[config.mk]
export PLATFORM = sky130hd
export DESIGN_NAME = touch_sample_filter_calibrate
export DESIGN_NICKNAME = d
export VERILOG_FILES = /design/src/rtl/core/tsfc_pkg.sv /design/src/rtl/core/tsfc_fifo.sv /design/src/rtl/core/tsfc_front.sv /design/src/rtl/core/tsfc_back.sv /design/src/rtl/core/touch_sample_filter_calibrate.sv
export VERILOG_INCLUDE_DIRS = /design/src /design/src/rtl/core
export SDC_FILE = /design/constraint.sdc
export NUM_CORES = 2
export LEC_CHECK = 0
export BUFFER_PORTS_ARGS = -buffer_cell sky130_fd_sc_hd__buf_2
export CAP_MARGIN = 20
export CORE_MARGIN = 4
export CORE_UTILIZATION = 46
export CTS_CLUSTER_SIZE = 12
export DETAILED_ROUTE_END_ITERATION = 10
export PLACE_DENSITY_LB_ADDON = 0.15
export SYNTH_ARGS = -nofsm -noshare
export SYNTH_HDL_FRONTEND = slang
export SYNTH_SLANG_ARGS = --single-unit
[constraint.sdc]
create_clock -name clk -period 9.1 [get_ports clk]
set_input_delay 1.82 -clock clk [delete_from_list [all_inputs] [get_ports clk]]
set_output_delay 1.82 -clock clk [all_outputs]
set_load 0.05 [all_outputs]
[src/rtl/core/touch_sample_filter_calibrate_assert.svh]
// assertion macros used by the touch filter queue rtl
// each expects clk and arst_n in scope
`ifndef TOUCH_SAMPLE_FILTER_CALIBRATE_ASSERT_SVH
`define TOUCH_SAMPLE_FILTER_CALIBRATE_ASSERT_SVH

// same-cycle implication
`define TSFC_ASSERT_IMP(lbl, ante, cons, msg) \
	lbl: assert property (@(posedge clk) disable iff (!arst_n) (ante) |-> (cons)) \
		else $error(msg);

// next-cycle implication
`define TSFC_ASSERT_NXT(lbl, ante, cons, msg) \
	lbl: assert property (@(posedge clk) disable iff (!arst_n) (ante) |=> (cons)) \
		else $error(msg);

`endif

[src/rtl/core/tsfc_pkg.sv]
// ----------------------------------------------------------------------------
// tsfc_pkg
// Types, constants and helpers shared by the touch sample filter blocks.
// ----------------------------------------------------------------------------
`timescale 1ns / 1ps
`default_nettype none

package tsfc_pkg;

	localparam int SAMPLE_W   = 13;
	localparam int CFG_IDX_W  = 3;
	localparam int CFG_DATA_W = 32;
	localparam int PROD_W     = 46;
	localparam int MAP_W      = 48;
	localparam int GRP_DEPTH  = 2;
	localparam int RES_DEPTH  = 2;

	localparam logic [SAMPLE_W-1:0] Y_FULL_SCALE = 13'd4095;
	localparam int ROUND_HALF = 32768;

	localparam logic signed [31:0] X_GAIN_RST   = -32'sd4463;
	localparam logic signed [31:0] X_OFFSET_RST = 32'sd17126832;
	localparam logic signed [31:0] Y_GAIN_RST   = -32'sd5931;
	localparam logic signed [31:0] Y_OFFSET_RST = 32'sd22922772;
	localparam logic [SAMPLE_W-1:0] X_MIN_RST   = 13'd250;
	localparam logic [SAMPLE_W-1:0] Y_MIN_RST   = 13'd100;
	localparam logic [SAMPLE_W-1:0] AGREE_RST   = 13'd200;

	typedef enum logic [CFG_IDX_W-1:0] {
		REG_X_GAIN,
		REG_X_OFFSET,
		REG_Y_GAIN,
		REG_Y_OFFSET,
		REG_X_MIN,
		REG_Y_MIN,
		REG_AGREE_RANGE
	} tsfc_reg_t;

	typedef struct packed {
		logic [7:0] high_byte;
		logic [7:0] low_byte;
	} tsfc_sample_t;

	typedef struct packed {
		logic        touch_ok;
		logic [15:0] x_pos;
		logic [15:0] y_pos;
	} tsfc_result_t;

	typedef struct packed {
		logic signed [31:0]  x_gain;
		logic signed [31:0]  x_offset;
		logic signed [31:0]  y_gain;
		logic signed [31:0]  y_offset;
		logic [SAMPLE_W-1:0] x_min;
		logic [SAMPLE_W-1:0] y_min;
		logic [SAMPLE_W-1:0] agree_range;
	} tsfc_cfg_t;

	// gain product plus offset, rounded half up, floor shift, clamp to 16 bits
	function automatic logic [15:0] map_axis(input logic signed [PROD_W-1:0] prod,
			input logic signed [31:0] offset);
		logic signed [MAP_W-1:0] v;
		logic signed [MAP_W-17:0] q;
		v = MAP_W'(prod) + MAP_W'(offset) + MAP_W'(ROUND_HALF);
		q = v[MAP_W-1:16];
		if (q < 0) begin
			map_axis = 16'd0;
		end else if (q > 32'sd65535) begin
			map_axis = 16'hffff;
		end else begin
			map_axis = q[15:0];
		end
	endfunction

endpackage

`default_nettype wire

[src/rtl/core/tsfc_fifo.sv]
// ----------------------------------------------------------------------------
// tsfc_fifo
// Small register queue with show-ahead read, used for the group and result queues.
// ----------------------------------------------------------------------------
`timescale 1ns / 1ps
`default_nettype none
`include "touch_sample_filter_calibrate_assert.svh"

module tsfc_fifo #(
	parameter int WIDTH = 8,
	parameter int DEPTH = 2
) (
	input  wire logic             clk,
	input  wire logic             arst_n,
	input  wire logic             push,
	input  wire logic [WIDTH-1:0] wdata,
	output logic                  full,
	input  wire logic             pop,
	output logic [WIDTH-1:0]      rdata,
	output logic                  empty
);
	localparam int PTR_W = (DEPTH > 1) ? $clog2(DEPTH) : 1;
	localparam int CNT_W = $clog2(DEPTH + 1);

	logic [WIDTH-1:0] mem_q [DEPTH];
	logic [PTR_W-1:0] wr_ptr_q, rd_ptr_q;
	logic [CNT_W-1:0] count_q;

	function automatic logic [PTR_W-1:0] next_ptr(input logic [PTR_W-1:0] p);
		if (p == PTR_W'(DEPTH - 1)) begin
			next_ptr = '0;
		end else begin
			next_ptr = p + 1'b1;
		end
	endfunction

	assign full  = count_q == CNT_W'(DEPTH);
	assign empty = count_q == '0;
	assign rdata = mem_q[rd_ptr_q];

	always_ff @(posedge clk or negedge arst_n) begin
		if (!arst_n) begin
			wr_ptr_q <= '0;
			rd_ptr_q <= '0;
			count_q  <= '0;
		end else begin
			if (push) begin
				wr_ptr_q <= next_ptr(wr_ptr_q);
			end
			if (pop) begin
				rd_ptr_q <= next_ptr(rd_ptr_q);
			end
			if (push && !pop) begin
				count_q <= count_q + 1'b1;
			end else if (pop && !push) begin
				count_q <= count_q - 1'b1;
			end
		end
	end

	always_ff @(posedge clk) begin
		if (push) begin
			mem_q[wr_ptr_q] <= wdata;
		end
	end

	`TSFC_ASSERT_IMP(a_push_not_full, push, !full, "queue written while full")
	`TSFC_ASSERT_IMP(a_pop_not_empty, pop, !empty, "queue read while empty")
	`TSFC_ASSERT_NXT(a_count_up, push && !pop, count_q == $past(count_q) + 1'b1,
		"queue count did not follow a lone write")

endmodule

`default_nettype wire

[src/rtl/core/tsfc_front.sv]
// ----------------------------------------------------------------------------
// tsfc_front
// Forms 13-bit samples from converter byte pairs and collects X/Y groups.
// ----------------------------------------------------------------------------
`timescale 1ns / 1ps
`default_nettype none

module tsfc_front #(
	parameter int SAMPLES_PER_GROUP = 5
) (
	input  wire logic                  clk,
	input  wire logic                  arst_n,
	input  wire logic                  push,
	input  wire tsfc_pkg::tsfc_sample_t sample,
	output logic                       full,
	output logic                       grp_push,
	output logic [SAMPLES_PER_GROUP*tsfc_pkg::SAMPLE_W:0] grp_data,
	input  wire logic                  grp_full
);
	import tsfc_pkg::*;

	localparam int N     = SAMPLES_PER_GROUP;
	localparam int POS_W = $clog2(N);

	logic [SAMPLE_W-1:0] grp_q [N];
	logic [POS_W-1:0]    pos_q;
	logic                is_y_q;
	logic [15:0]         raw_c;
	logic [SAMPLE_W-1:0] smp_c;
	logic                last_c;
	logic                accept;

	always_comb begin
		raw_c = {sample.high_byte, sample.low_byte};
		smp_c = raw_c[15:3];
		// full-scale Y reading means the panel is not pressed
		if (is_y_q && smp_c == Y_FULL_SCALE) begin
			smp_c = '0;
		end
	end

	assign last_c   = pos_q == POS_W'(N - 1);
	assign full     = last_c && grp_full;
	assign accept   = push && !full;
	assign grp_push = accept && last_c;

	always_comb begin
		grp_data = '0;
		for (int i = 0; i < N - 1; i++) begin
			grp_data[i*SAMPLE_W +: SAMPLE_W] = grp_q[i];
		end
		grp_data[(N-1)*SAMPLE_W +: SAMPLE_W] = smp_c;
		grp_data[N*SAMPLE_W] = is_y_q;
	end

	always_ff @(posedge clk or negedge arst_n) begin
		if (!arst_n) begin
			pos_q  <= '0;
			is_y_q <= 1'b0;
		end else if (accept) begin
			if (last_c) begin
				pos_q  <= '0;
				is_y_q <= !is_y_q;
			end else begin
				pos_q <= pos_q + 1'b1;
			end
		end
	end

	always_ff @(posedge clk) begin
		if (accept) begin
			grp_q[pos_q] <= smp_c;
		end
	end

endmodule

`default_nettype wire

[src/rtl/core/tsfc_back.sv]
// ----------------------------------------------------------------------------
// tsfc_back
// Trimmed mean of each group, pair checks and calibration mapping.
// ----------------------------------------------------------------------------
`timescale 1ns / 1ps
`default_nettype none

module tsfc_back #(
	parameter int SAMPLES_PER_GROUP = 5,
	parameter int DISCARD_EACH_END  = 1
) (
	input  wire logic                   clk,
	input  wire logic                   arst_n,
	input  wire logic [SAMPLES_PER_GROUP*tsfc_pkg::SAMPLE_W:0] grp_data,
	input  wire logic                   grp_empty,
	output logic                        grp_pop,
	input  wire tsfc_pkg::tsfc_cfg_t    cfg,
	output logic                        res_push,
	output tsfc_pkg::tsfc_result_t      res_data,
	input  wire logic                   res_full
);
	import tsfc_pkg::*;

	localparam int N       = SAMPLES_PER_GROUP;
	localparam int IDX_W   = $clog2(N);
	localparam int CNT_W   = $clog2(N + 1);
	localparam int LO_RAW  = DISCARD_EACH_END;
	localparam int HI_RAW  = N - DISCARD_EACH_END;
	localparam bit TRIM_OK = HI_RAW > LO_RAW;
	localparam int LO      = TRIM_OK ? LO_RAW : (N - 1) / 2;
	localparam int HI      = TRIM_OK ? HI_RAW : LO + 1;
	localparam int KEEP    = HI - LO;
	localparam int SUM_W   = SAMPLE_W + $clog2(N + 1);
	localparam int DIV_SH  = SUM_W + 4;
	localparam int RECIP_W = DIV_SH + 1;
	// ceil(2^DIV_SH / KEEP): exact floor division for every sum in range
	localparam logic [RECIP_W-1:0] RECIP = RECIP_W'(((1 << DIV_SH) + KEEP - 1) / KEEP);

	// stage 1: group waiting for the accumulator
	logic [SAMPLE_W-1:0] vals_s1 [N];
	logic                is_y_s1;
	logic                valid_s1;
	logic [CNT_W-1:0]    rank_c [N];
	logic [N-1:0]        keep_c;

	// accumulator
	logic [SAMPLE_W-1:0] acc_vals_q [N];
	logic [N-1:0]        acc_keep_q;
	logic [SUM_W-1:0]    acc_sum_q;
	logic [CNT_W-1:0]    acc_cnt_q;
	logic                acc_busy_q;
	logic                acc_is_y_q;
	logic [SAMPLE_W-1:0] acc_term_c;
	logic                acc_done;
	logic                acc_load;
	logic                s1_load;
	logic                stall;

	// stage 2: reciprocal product
	logic                      valid_s2;
	logic                      is_y_s2;
	logic [SUM_W+RECIP_W-1:0]  prod_s2;

	// pair state
	logic [SAMPLE_W-1:0] held_x_q, first_x_q, first_y_q;
	logic                second_q;
	logic [SAMPLE_W-1:0] mean_c, dx_c, dy_c;
	logic                ok_c, agree_c;
	logic [SAMPLE_W:0]   sum_x_c, sum_y_c;

	// stage 3 and 4
	logic                emit_s3, ok_s3;
	logic [SAMPLE_W-1:0] ax_s3, ay_s3;
	logic                emit_s4, ok_s4;
	logic signed [PROD_W-1:0] px_s4, py_s4;

	// rank of each sample, ties broken by position
	always_comb begin
		for (int i = 0; i < N; i++) begin
			rank_c[i] = '0;
			for (int j = 0; j < N; j++) begin
				if (j != i && (vals_s1[j] < vals_s1[i] ||
						(vals_s1[j] == vals_s1[i] && j < i))) begin
					rank_c[i] = rank_c[i] + 1'b1;
				end
			end
			keep_c[i] = rank_c[i] >= CNT_W'(LO) && rank_c[i] < CNT_W'(HI);
		end
	end

	assign stall      = emit_s4 && res_full;
	assign acc_done   = acc_busy_q && acc_cnt_q == CNT_W'(N);
	assign acc_load   = valid_s1 && (!acc_busy_q || (acc_done && !stall));
	assign s1_load    = !grp_empty && (!valid_s1 || acc_load);
	assign grp_pop    = s1_load;
	assign acc_term_c = acc_keep_q[acc_cnt_q[IDX_W-1:0]] ?
		acc_vals_q[acc_cnt_q[IDX_W-1:0]] : '0;

	always_ff @(posedge clk or negedge arst_n) begin
		if (!arst_n) begin
			valid_s1 <= 1'b0;
		end else if (s1_load) begin
			valid_s1 <= 1'b1;
		end else if (acc_load) begin
			valid_s1 <= 1'b0;
		end
	end

	always_ff @(posedge clk) begin
		if (s1_load) begin
			for (int i = 0; i < N; i++) begin
				vals_s1[i] <= grp_data[i*SAMPLE_W +: SAMPLE_W];
			end
			is_y_s1 <= grp_data[N*SAMPLE_W];
		end
	end

	// one sample stepped per cycle and added only when kept, the first on load
	always_ff @(posedge clk or negedge arst_n) begin
		if (!arst_n) begin
			acc_busy_q <= 1'b0;
			acc_cnt_q  <= '0;
		end else if (acc_load) begin
			acc_busy_q <= 1'b1;
			acc_cnt_q  <= CNT_W'(1);
		end else if (acc_done && !stall) begin
			acc_busy_q <= 1'b0;
		end else if (acc_busy_q && !acc_done) begin
			acc_cnt_q <= acc_cnt_q + 1'b1;
		end
	end

	always_ff @(posedge clk) begin
		if (acc_load) begin
			acc_vals_q <= vals_s1;
			acc_keep_q <= keep_c;
			acc_is_y_q <= is_y_s1;
			acc_sum_q  <= keep_c[0] ? SUM_W'(vals_s1[0]) : '0;
		end else if (acc_busy_q && !acc_done) begin
			acc_sum_q <= acc_sum_q + SUM_W'(acc_term_c);
		end
	end

	always_ff @(posedge clk or negedge arst_n) begin
		if (!arst_n) begin
			valid_s2 <= 1'b0;
		end else if (!stall) begin
			valid_s2 <= acc_done;
		end
	end

	always_ff @(posedge clk) begin
		if (!stall) begin
			prod_s2 <= (SUM_W+RECIP_W)'(acc_sum_q) * (SUM_W+RECIP_W)'(RECIP);
			is_y_s2 <= acc_is_y_q;
		end
	end

	always_comb begin
		mean_c  = prod_s2[DIV_SH +: SAMPLE_W];
		ok_c    = held_x_q >= cfg.x_min && mean_c >= cfg.y_min;
		dx_c    = (first_x_q >= held_x_q) ? first_x_q - held_x_q : held_x_q - first_x_q;
		dy_c    = (first_y_q >= mean_c) ? first_y_q - mean_c : mean_c - first_y_q;
		agree_c = dx_c < cfg.agree_range && dy_c < cfg.agree_range;
		sum_x_c = {1'b0, first_x_q} + {1'b0, held_x_q};
		sum_y_c = {1'b0, first_y_q} + {1'b0, mean_c};
	end

	always_ff @(posedge clk or negedge arst_n) begin
		if (!arst_n) begin
			held_x_q  <= '0;
			first_x_q <= '0;
			first_y_q <= '0;
			second_q  <= 1'b0;
			emit_s3   <= 1'b0;
			emit_s4   <= 1'b0;
		end else if (!stall) begin
			emit_s3 <= valid_s2 && is_y_s2 && (second_q || !ok_c);
			emit_s4 <= emit_s3;
			if (valid_s2) begin
				if (!is_y_s2) begin
					held_x_q <= mean_c;
				end else if (!second_q) begin
					// first pair kept only when it shows a touch
					if (ok_c) begin
						first_x_q <= held_x_q;
						first_y_q <= mean_c;
						second_q  <= 1'b1;
					end
				end else begin
					second_q <= 1'b0;
				end
			end
		end
	end

	always_ff @(posedge clk) begin
		if (!stall) begin
			ok_s3 <= second_q && ok_c && agree_c;
			ax_s3 <= sum_x_c[SAMPLE_W:1];
			ay_s3 <= sum_y_c[SAMPLE_W:1];
			ok_s4 <= ok_s3;
			px_s4 <= cfg.x_gain * $signed({1'b0, ax_s3});
			py_s4 <= cfg.y_gain * $signed({1'b0, ay_s3});
		end
	end

	assign res_push = emit_s4 && !res_full;

	always_comb begin
		res_data.touch_ok = ok_s4;
		res_data.x_pos    = ok_s4 ? map_axis(px_s4, cfg.x_offset) : 16'd0;
		res_data.y_pos    = ok_s4 ? map_axis(py_s4, cfg.y_offset) : 16'd0;
	end

endmodule

`default_nettype wire

[src/rtl/core/touch_sample_filter_calibrate.sv]
// ----------------------------------------------------------------------------
// touch_sample_filter_calibrate
// Takes one converter sample per cycle while full is low; each group of N
// samples goes to the back end, whose accumulator steps one sample a cycle,
// adding only the kept ones, matching the input rate. A result passes stage 1,
// the accumulator, the reciprocal product and stages 3 and 4 in order.
// Asynchronous reset clears all control state and loads the default
// calibration and threshold registers.
// ----------------------------------------------------------------------------
`timescale 1ns / 1ps
`default_nettype none

module touch_sample_filter_calibrate #(
	parameter int SAMPLES_PER_GROUP = 5,
	parameter int DISCARD_EACH_END  = 1
) (
	input  wire logic                            clk,
	input  wire logic                            arst_n,
	input  wire logic                            push,
	input  wire tsfc_pkg::tsfc_sample_t          sample,
	output logic                                 full,
	output logic                                 empty,
	input  wire logic                            pop,
	output tsfc_pkg::tsfc_result_t               result,
	input  wire logic                            cfg_we,
	input  wire logic [tsfc_pkg::CFG_IDX_W-1:0]  cfg_index,
	input  wire logic [tsfc_pkg::CFG_DATA_W-1:0] cfg_data
);
	import tsfc_pkg::*;

	localparam int GRP_W = SAMPLES_PER_GROUP * SAMPLE_W + 1;
	localparam int RES_W = $bits(tsfc_result_t);

	tsfc_cfg_t       cfg_q;
	logic            grp_push, grp_full, grp_pop, grp_empty;
	logic [GRP_W-1:0] grp_wdata, grp_rdata;
	logic            res_push, res_full;
	tsfc_result_t    res_data;
	logic [RES_W-1:0] res_rdata;

	always_ff @(posedge clk or negedge arst_n) begin
		if (!arst_n) begin
			cfg_q.x_gain      <= X_GAIN_RST;
			cfg_q.x_offset    <= X_OFFSET_RST;
			cfg_q.y_gain      <= Y_GAIN_RST;
			cfg_q.y_offset    <= Y_OFFSET_RST;
			cfg_q.x_min       <= X_MIN_RST;
			cfg_q.y_min       <= Y_MIN_RST;
			cfg_q.agree_range <= AGREE_RST;
		end else if (cfg_we) begin
			unique case (cfg_index)
				REG_X_GAIN:      cfg_q.x_gain      <= cfg_data;
				REG_X_OFFSET:    cfg_q.x_offset    <= cfg_data;
				REG_Y_GAIN:      cfg_q.y_gain      <= cfg_data;
				REG_Y_OFFSET:    cfg_q.y_offset    <= cfg_data;
				REG_X_MIN:       cfg_q.x_min       <= cfg_data[SAMPLE_W-1:0];
				REG_Y_MIN:       cfg_q.y_min       <= cfg_data[SAMPLE_W-1:0];
				REG_AGREE_RANGE: cfg_q.agree_range <= cfg_data[SAMPLE_W-1:0];
				default: begin
				end
			endcase
		end
	end

	tsfc_front #(
		.SAMPLES_PER_GROUP(SAMPLES_PER_GROUP)
	) u_front (
		.clk      (clk),
		.arst_n   (arst_n),
		.push     (push),
		.sample   (sample),
		.full     (full),
		.grp_push (grp_push),
		.grp_data (grp_wdata),
		.grp_full (grp_full)
	);

	tsfc_fifo #(
		.WIDTH(GRP_W),
		.DEPTH(GRP_DEPTH)
	) u_grp_fifo (
		.clk    (clk),
		.arst_n (arst_n),
		.push   (grp_push),
		.wdata  (grp_wdata),
		.full   (grp_full),
		.pop    (grp_pop),
		.rdata  (grp_rdata),
		.empty  (grp_empty)
	);

	tsfc_back #(
		.SAMPLES_PER_GROUP(SAMPLES_PER_GROUP),
		.DISCARD_EACH_END (DISCARD_EACH_END)
	) u_back (
		.clk       (clk),
		.arst_n    (arst_n),
		.grp_data  (grp_rdata),
		.grp_empty (grp_empty),
		.grp_pop   (grp_pop),
		.cfg       (cfg_q),
		.res_push  (res_push),
		.res_data  (res_data),
		.res_full  (res_full)
	);

	tsfc_fifo #(
		.WIDTH(RES_W),
		.DEPTH(RES_DEPTH)
	) u_res_fifo (
		.clk    (clk),
		.arst_n (arst_n),
		.push   (res_push),
		.wdata  (res_data),
		.full   (res_full),
		.pop    (pop && !empty),
		.rdata  (res_rdata),
		.empty  (empty)
	);

	assign result = tsfc_result_t'(res_rdata);

endmodule

`default_nettype wire
Yosys cells after proc, flatten, opt, wreduce, memory -nomap -nowiden
Memories as Yosys holds them, arrays and structs flattened. A register that Yosys moved wholly into a read port is not among the register bits.
Index checks and enable logic that the tools add are counted.
- mux-type cells: 62
- add/subtract/negate cells: 36
- bitwise logic cells: 4
- reductions and logical operators: 74
- multiply operators: 3
- magnitude comparators: 42
- eq/ne operators: 22
- operator list (cell ; count):
    $lt A13 B13 Y1 ; 22
    $eq A13 B13 Y1 ; 10
    $mux W16 ; 8
    $add A48 B17 Y48 const B ; 2
    $add A46 B32 Y47 ; 2
    $mul A32 B14 Y46 ; 2
    $mux W13 ; 7
    $gt A32 B17 Y1 const B ; 2
    $lt A32 B1 Y1 const B ; 2
    $mux W3 ; 19
    $ge A13 B13 Y1 ; 4
    $sub A13 B13 Y13 ; 4
    $add A3 B1 Y3 const B ; 17
    $bmux W13 S3 ; 1
    $mul A16 B18 Y32 const B ; 1
    $add A13 B13 Y14 ; 2
    $logic_and A1 B1 Y1 ; 27
    $mux W1 ; 22
    $reduce_and A2 Y1 ; 9
    $add A16 B13 Y16 ; 1
    $eq A3 B3 Y1 const B ; 5
    $ge A3 B1 Y1 const B ; 5
    $lt A3 B3 Y1 const B ; 5
    $logic_not A1 Y1 ; 14
    other kinds (20) ; 50
- memory bits (writable): 263
- memories: 3
- input bits: 56
- register bits: 467
- logic and storage cells: 287
- output and inout port bits: 35
- memories (memory ; words ; width ; rd ports ; clocked after Yosys merged registers in ; write ports ; line ; source):
    u_grp_fifo.mem_q ; 2 ; 66 ; 1 ; 1 ; 1 ; tsfc_fifo.sv:25 ; logic [WIDTH-1:0] mem_q [DEPTH];
    u_res_fifo.mem_q ; 2 ; 33 ; 1 ; 0 ; 1 ; tsfc_fifo.sv:25 ;
    u_front.grp_q ; 5 ; 13 ; 4 ; 0 ; 1 ; tsfc_front.sv:25 ; logic [SAMPLE_W-1:0] grp_q [N];

Logic depth before layout (Yosys ltp)
- depth in word-level cells: 12
- mapped depth: 29
- depth with buffers taken out: 27

By module
A second synthesis with hierarchy kept.
- cell total of the unflattened synthesis: 7014
- area total of the unflattened synthesis: 75003.2 µm²
- modules (own cells, without submodules) (module ; instances ; cells each ; area an instance (µm²) ; seq. area each (µm²)):
    tsfc_back ; 1 ; 6216 ; 58708.8 ; 9819.4
    touch_sample_filter_calibrate ; 1 ; 361 ; 6573.8 ; 4284.1
    tsfc_fifo at u_grp_fifo ; 1 ; 221 ; 5062.4 ; 4063.9
    tsfc_fifo at u_res_fifo ; 1 ; 119 ; 2720.1 ; 2082.0
    tsfc_front ; 1 ; 97 ; 1938.1 ; 1661.6

Least setup slack after synthesis
OpenSTA, ideal clock, no wires.
- path type: register to register
- start: register cfg_q[148] (netlist bit)
- end: register u_back.px_s4[39], data pin
- buffers on the path: 1
- stages on the path, launching flop included: 26
- arrival time: 6.712 ns
- period minus slack after synthesis: 6.999 ns
- slack: 2.101 ns
- setup time: 0.288 ns
- required time: 8.812 ns
- path through: dfstp_2 -> clkbuf_1 -> nand2_1 -> fa_1 -> fa_1 -> inv_1 -> fa_1 -> fa_1 -> fa_1 -> inv_1 -> fa_1 -> inv_1 -> ha_1 -> a21o_1 -> a21o_1 -> a21o_1 -> and2_1 -> a221o_1 -> or3_1 -> a211oi_1 -> o21ai_0 -> nand3_1 -> a31oi_1 -> or2_2 -> a21oi_1 -> o311ai_0
- longest elaborated chain between the ends: 1
- RTL lines (what ; line ; source):
    start: declaration ; touch_sample_filter_calibrate.sv:34 ; tsfc_cfg_t cfg_q;
    $mul A32 B14 Y46 ; tsfc_back.sv:203 ; px_s4 <= cfg.x_gain * $signed({1'b0, ax_s3});
    end signal: assignment ; tsfc_back.sv:203 ;
    end: declaration ; tsfc_back.sv:75 ; logic signed [PROD_W-1:0] px_s4, py_s4;
No other way between the ends.
A chain may end at the register's enable or synchronous reset.

Worst setup path in the final report
- start: register u_back.ax_s3[5]
- end: register u_back.px_s4[39], data pin
- longest elaborated chain between the ends: 1
- RTL lines (what ; line ; source):
    start: declaration ; tsfc_back.sv:73 ; logic [SAMPLE_W-1:0] ax_s3, ay_s3;
    start signal: assignment ; tsfc_back.sv:200 ; ax_s3 <= sum_x_c[SAMPLE_W:1];
    $mul A32 B14 Y46 ; tsfc_back.sv:203 ;
No other way between the ends.

==> results.sh <==
export IMPL_status="finished clean"
export IMPL_gr_total_overflow=0
export IMPL_ant_nets=0
export IMPL_clock_fmax_mhz=125
export IMPL_syn_nets=8624
export IMPL_synth_cell_types=102
export IMPL_setup_tns_ns=0
export IMPL_antenna_found_initial=8
export IMPL_dr_total_vias=49565
export IMPL_cp_startpoint="u_back.ax_s3[5]"
export IMPL_synth_simple_area_share=0.115
export IMPL_htree_levels=3
export IMPL_hold_viol=0
export IMPL_grt_pass1_wl_mm=292
export IMPL_drc_errors=0
export IMPL_cp_end_kind="register"
export IMPL_worstMarginPinSlew_ns=1.15
export IMPL_ctsResizeCount=0
export IMPL_cts_root_buf="clkbuf_16"
export IMPL_area_growth_pct=7.53
export IMPL_crit_type="reg2reg"
export IMPL_slew_viol_final=0
export IMPL_num_rows=147
export IMPL_critPathLaunchType="register"
export IMPL_synth_top_family_by_area="adder cells"
export IMPL_final_cell_mix="inv_1, fa_1, nand2_1"
export IMPL_cap_violations=0
export IMPL_start_util=0.462
export IMPL_wl_per_cell_um=19.4
export IMPL_worstReg2RegStart="u_back.ax_s3[5]"
export IMPL_rr_endpoint="u_back.px_s4[39]"
export IMPL_ys_seq_area_frac=0.296
export IMPL_syn_inst=7030
export IMPL_grt_pass1_vias=52450
export IMPL_fillers=14763
export IMPL_hold_class="reg2reg"
export IMPL_cts_tree="yes"
export IMPL_io_buffer_count=87
export IMPL_clock_sinks=764
export IMPL_async_flop_share=0.297
export IMPL_track_usage=0.217
export IMPL_netlist_area_sq_mm=0.0741
export IMPL_worstSetupEndpoint="u_back.px_s4[39]"
export IMPL_synth_edf_count=537
export IMPL_crit_arrival_ns=8.38
export IMPL_r2r_slack_ns=1.10
export IMPL_via_per_inst=5.37
export IMPL_hold_buffers=0
export IMPL_cts_setup_buffers=0
export IMPL_min_period_ns=8.00
export IMPL_ioPinCount=91
export IMPL_layout_commonest_cell="inv_1"
export IMPL_setup_violations=0
export IMPL_clock_tree_buffer_depth=3
export IMPL_firstDrtPassIters=5
export IMPL_drtIter0Drc=2842
export IMPL_synth_ff_type="edfxtp_1"
export IMPL_place_congestion=0.889
export IMPL_syn_avg_cell_area_sq_um=10.5
export IMPL_fp_dieH_um=409
export IMPL_die_x_um=409
export IMPL_wl_mm=179
export IMPL_die_area_sq_mm=0.168
export IMPL_reg2reg_depth=25
export IMPL_ys_warn_count=0
export IMPL_num_nets_final=8604
export IMPL_finalCritPeriodShare=0.879
export IMPL_rsz0062_at_grt="false"
export IMPL_synth_compound_area_frac=0.0924
export IMPL_clk_latency_ns=0.73
export IMPL_drive_above_1_share=0.0979
export IMPL_synth_adder_area_share=0.345
export IMPL_clkSlewWorstSetupHoldPaths_ns=0.06
export IMPL_cp_max_fo=22
export IMPL_synth_mux_area_frac=0.0510
export IMPL_cts_buffers=86
export IMPL_finClkSkew_ns=0.0733
export IMPL_fp_coreArea_sq_mm=0.160
export IMPL_dp_hpwl_mm=139
export IMPL_worstPathRequired_ns=9.48
export IMPL_synth_xor_area_frac=0.0309
export IMPL_slew_headroom=0.212
export IMPL_synth_seq_cells=764
export IMPL_grt_max_degree=119
per-layer routing:
layer / vias up / share of wire / GRT usage
met5: - / 0 / 0
met4: 0 / 0.024 / 0.0540
met3: 196 / 0.038 / 0.0225
met2: 936 / 0.48 / 0.367
met1: 25050 / 0.46 / 0.302
li1: 23383 / - / -
cells in the mapped netlist (39+ instances only):
master	number	area, sq um
nor2b_1	57	357
inv_1	1122	4210
nand2_1	721	2710
dfrtp_1	143	3580
mux2i_1	51	510
clkbuf_1	232	871
edfxtp_1	537	16100
fa_1	837	16800
nor3_1	70	350
a21oi_1	259	1300
dfstp_2	84	2210
mux2_2	264	2970
nor2_1	201	754
a21o_1	115	863
a31oi_1	52	325
o21ai_0	182	911
xor2_1	85	744
o21bai_1	61	458
and2_1	346	2160
nand3_1	77	385
nand4_1	56	350
nand2b_1	39	244
ha_1	701	8770
o21a_1	102	766
xnor2_1	173	1520
area by class of cell:
class / count / area, sq um / area share
multi-input cells: 4890 / 47000 / 0.590
flip-flops and latches: 764 / 21900 / 0.275
inverters: 1125 / 4230 / 0.0531
well taps: 2160 / 2700 / 0.0339
clock buffers: 115 / 2350 / 0.0295
repair buffers: 143 / 936 / 0.0117
clock inverters: 39 / 504 / 0.00633
diodes: 2 / 5.00 / 0.0000628
cell families after synthesis:
logic type	after synthesis
AO/OA/AOI/OAI	1031
XOR/XNOR	260
adder cells (fa/ha/maj)	1538
buffers and inverters	1376
flip-flops	764
multiplexers	328
AND/OR/NAND/NOR	1733
sequential cells by signal, indices dropped and copies added (netlist names), 46 cells and up:
register,count
cfg_q,167
u_back.acc_vals_q,65
u_back.px_s4,46
u_back.py_s4,46
u_back.vals_s1,65
u_front.grp_q,52
u_grp_fifo.mem_q,132
u_res_fifo.mem_q,66
worst max-delay path, cell delays in order, from the launching register on:
cell,delay [ns]
edfxtp_1,0.63
buf_4,0.40
nand2_1,0.14
fa_1,0.52
fa_1,0.53
inv_1,0.06
fa_1,0.56
fa_1,0.43
fa_1,0.50
inv_1,0.06
fa_1,0.47
inv_1,0.04
ha_1,0.34
a21o_1,0.18
a21o_1,0.18
a21o_1,0.19
and2_1,0.17
a221o_1,0.33
or3_1,0.32
a211oi_1,0.30
o21ai_0,0.23
nand3_1,0.19
a31oi_1,0.18
or2_2,0.32
a21oi_1,0.22
o311ai_0,0.15
worst min-delay path by stage:
stage,from,end,slack (ns),depth (start not counted)
floorplan,u_back.is_y_s1,u_back.acc_is_y_q,0.40,0
global placement,u_back.acc_is_y_q,u_back.is_y_s2,0.41,0
detailed placement,u_back.acc_is_y_q,u_back.is_y_s2,0.41,0
CTS,u_back.acc_is_y_q,u_back.is_y_s2,0.43,0
global route,u_front.grp_q[0][12],u_grp_fifo.mem_q[0][12],0.45,0
finish,u_back.acc_is_y_q,u_back.is_y_s2,0.43,0
metrics by stage:
step	std cells	area (sq um)	hold slack, ns	utilization	setup slack, ns
floorplan	7030	74100	0.400	-	2.10
CTS	9231	79600	0.429	0.496	1.11
detailed placement	9077	76700	0.415	0.478	1.20
finish	9238	79700	0.425	0.497	1.10
global route	9236	79700	0.453	0.497	0.698
global placement	9077	76700	0.411	0.478	1.29
Power is left out: the tool's default activity adds up to more than one toggle a clock period on the data nets, which glitch-free logic cannot reach.
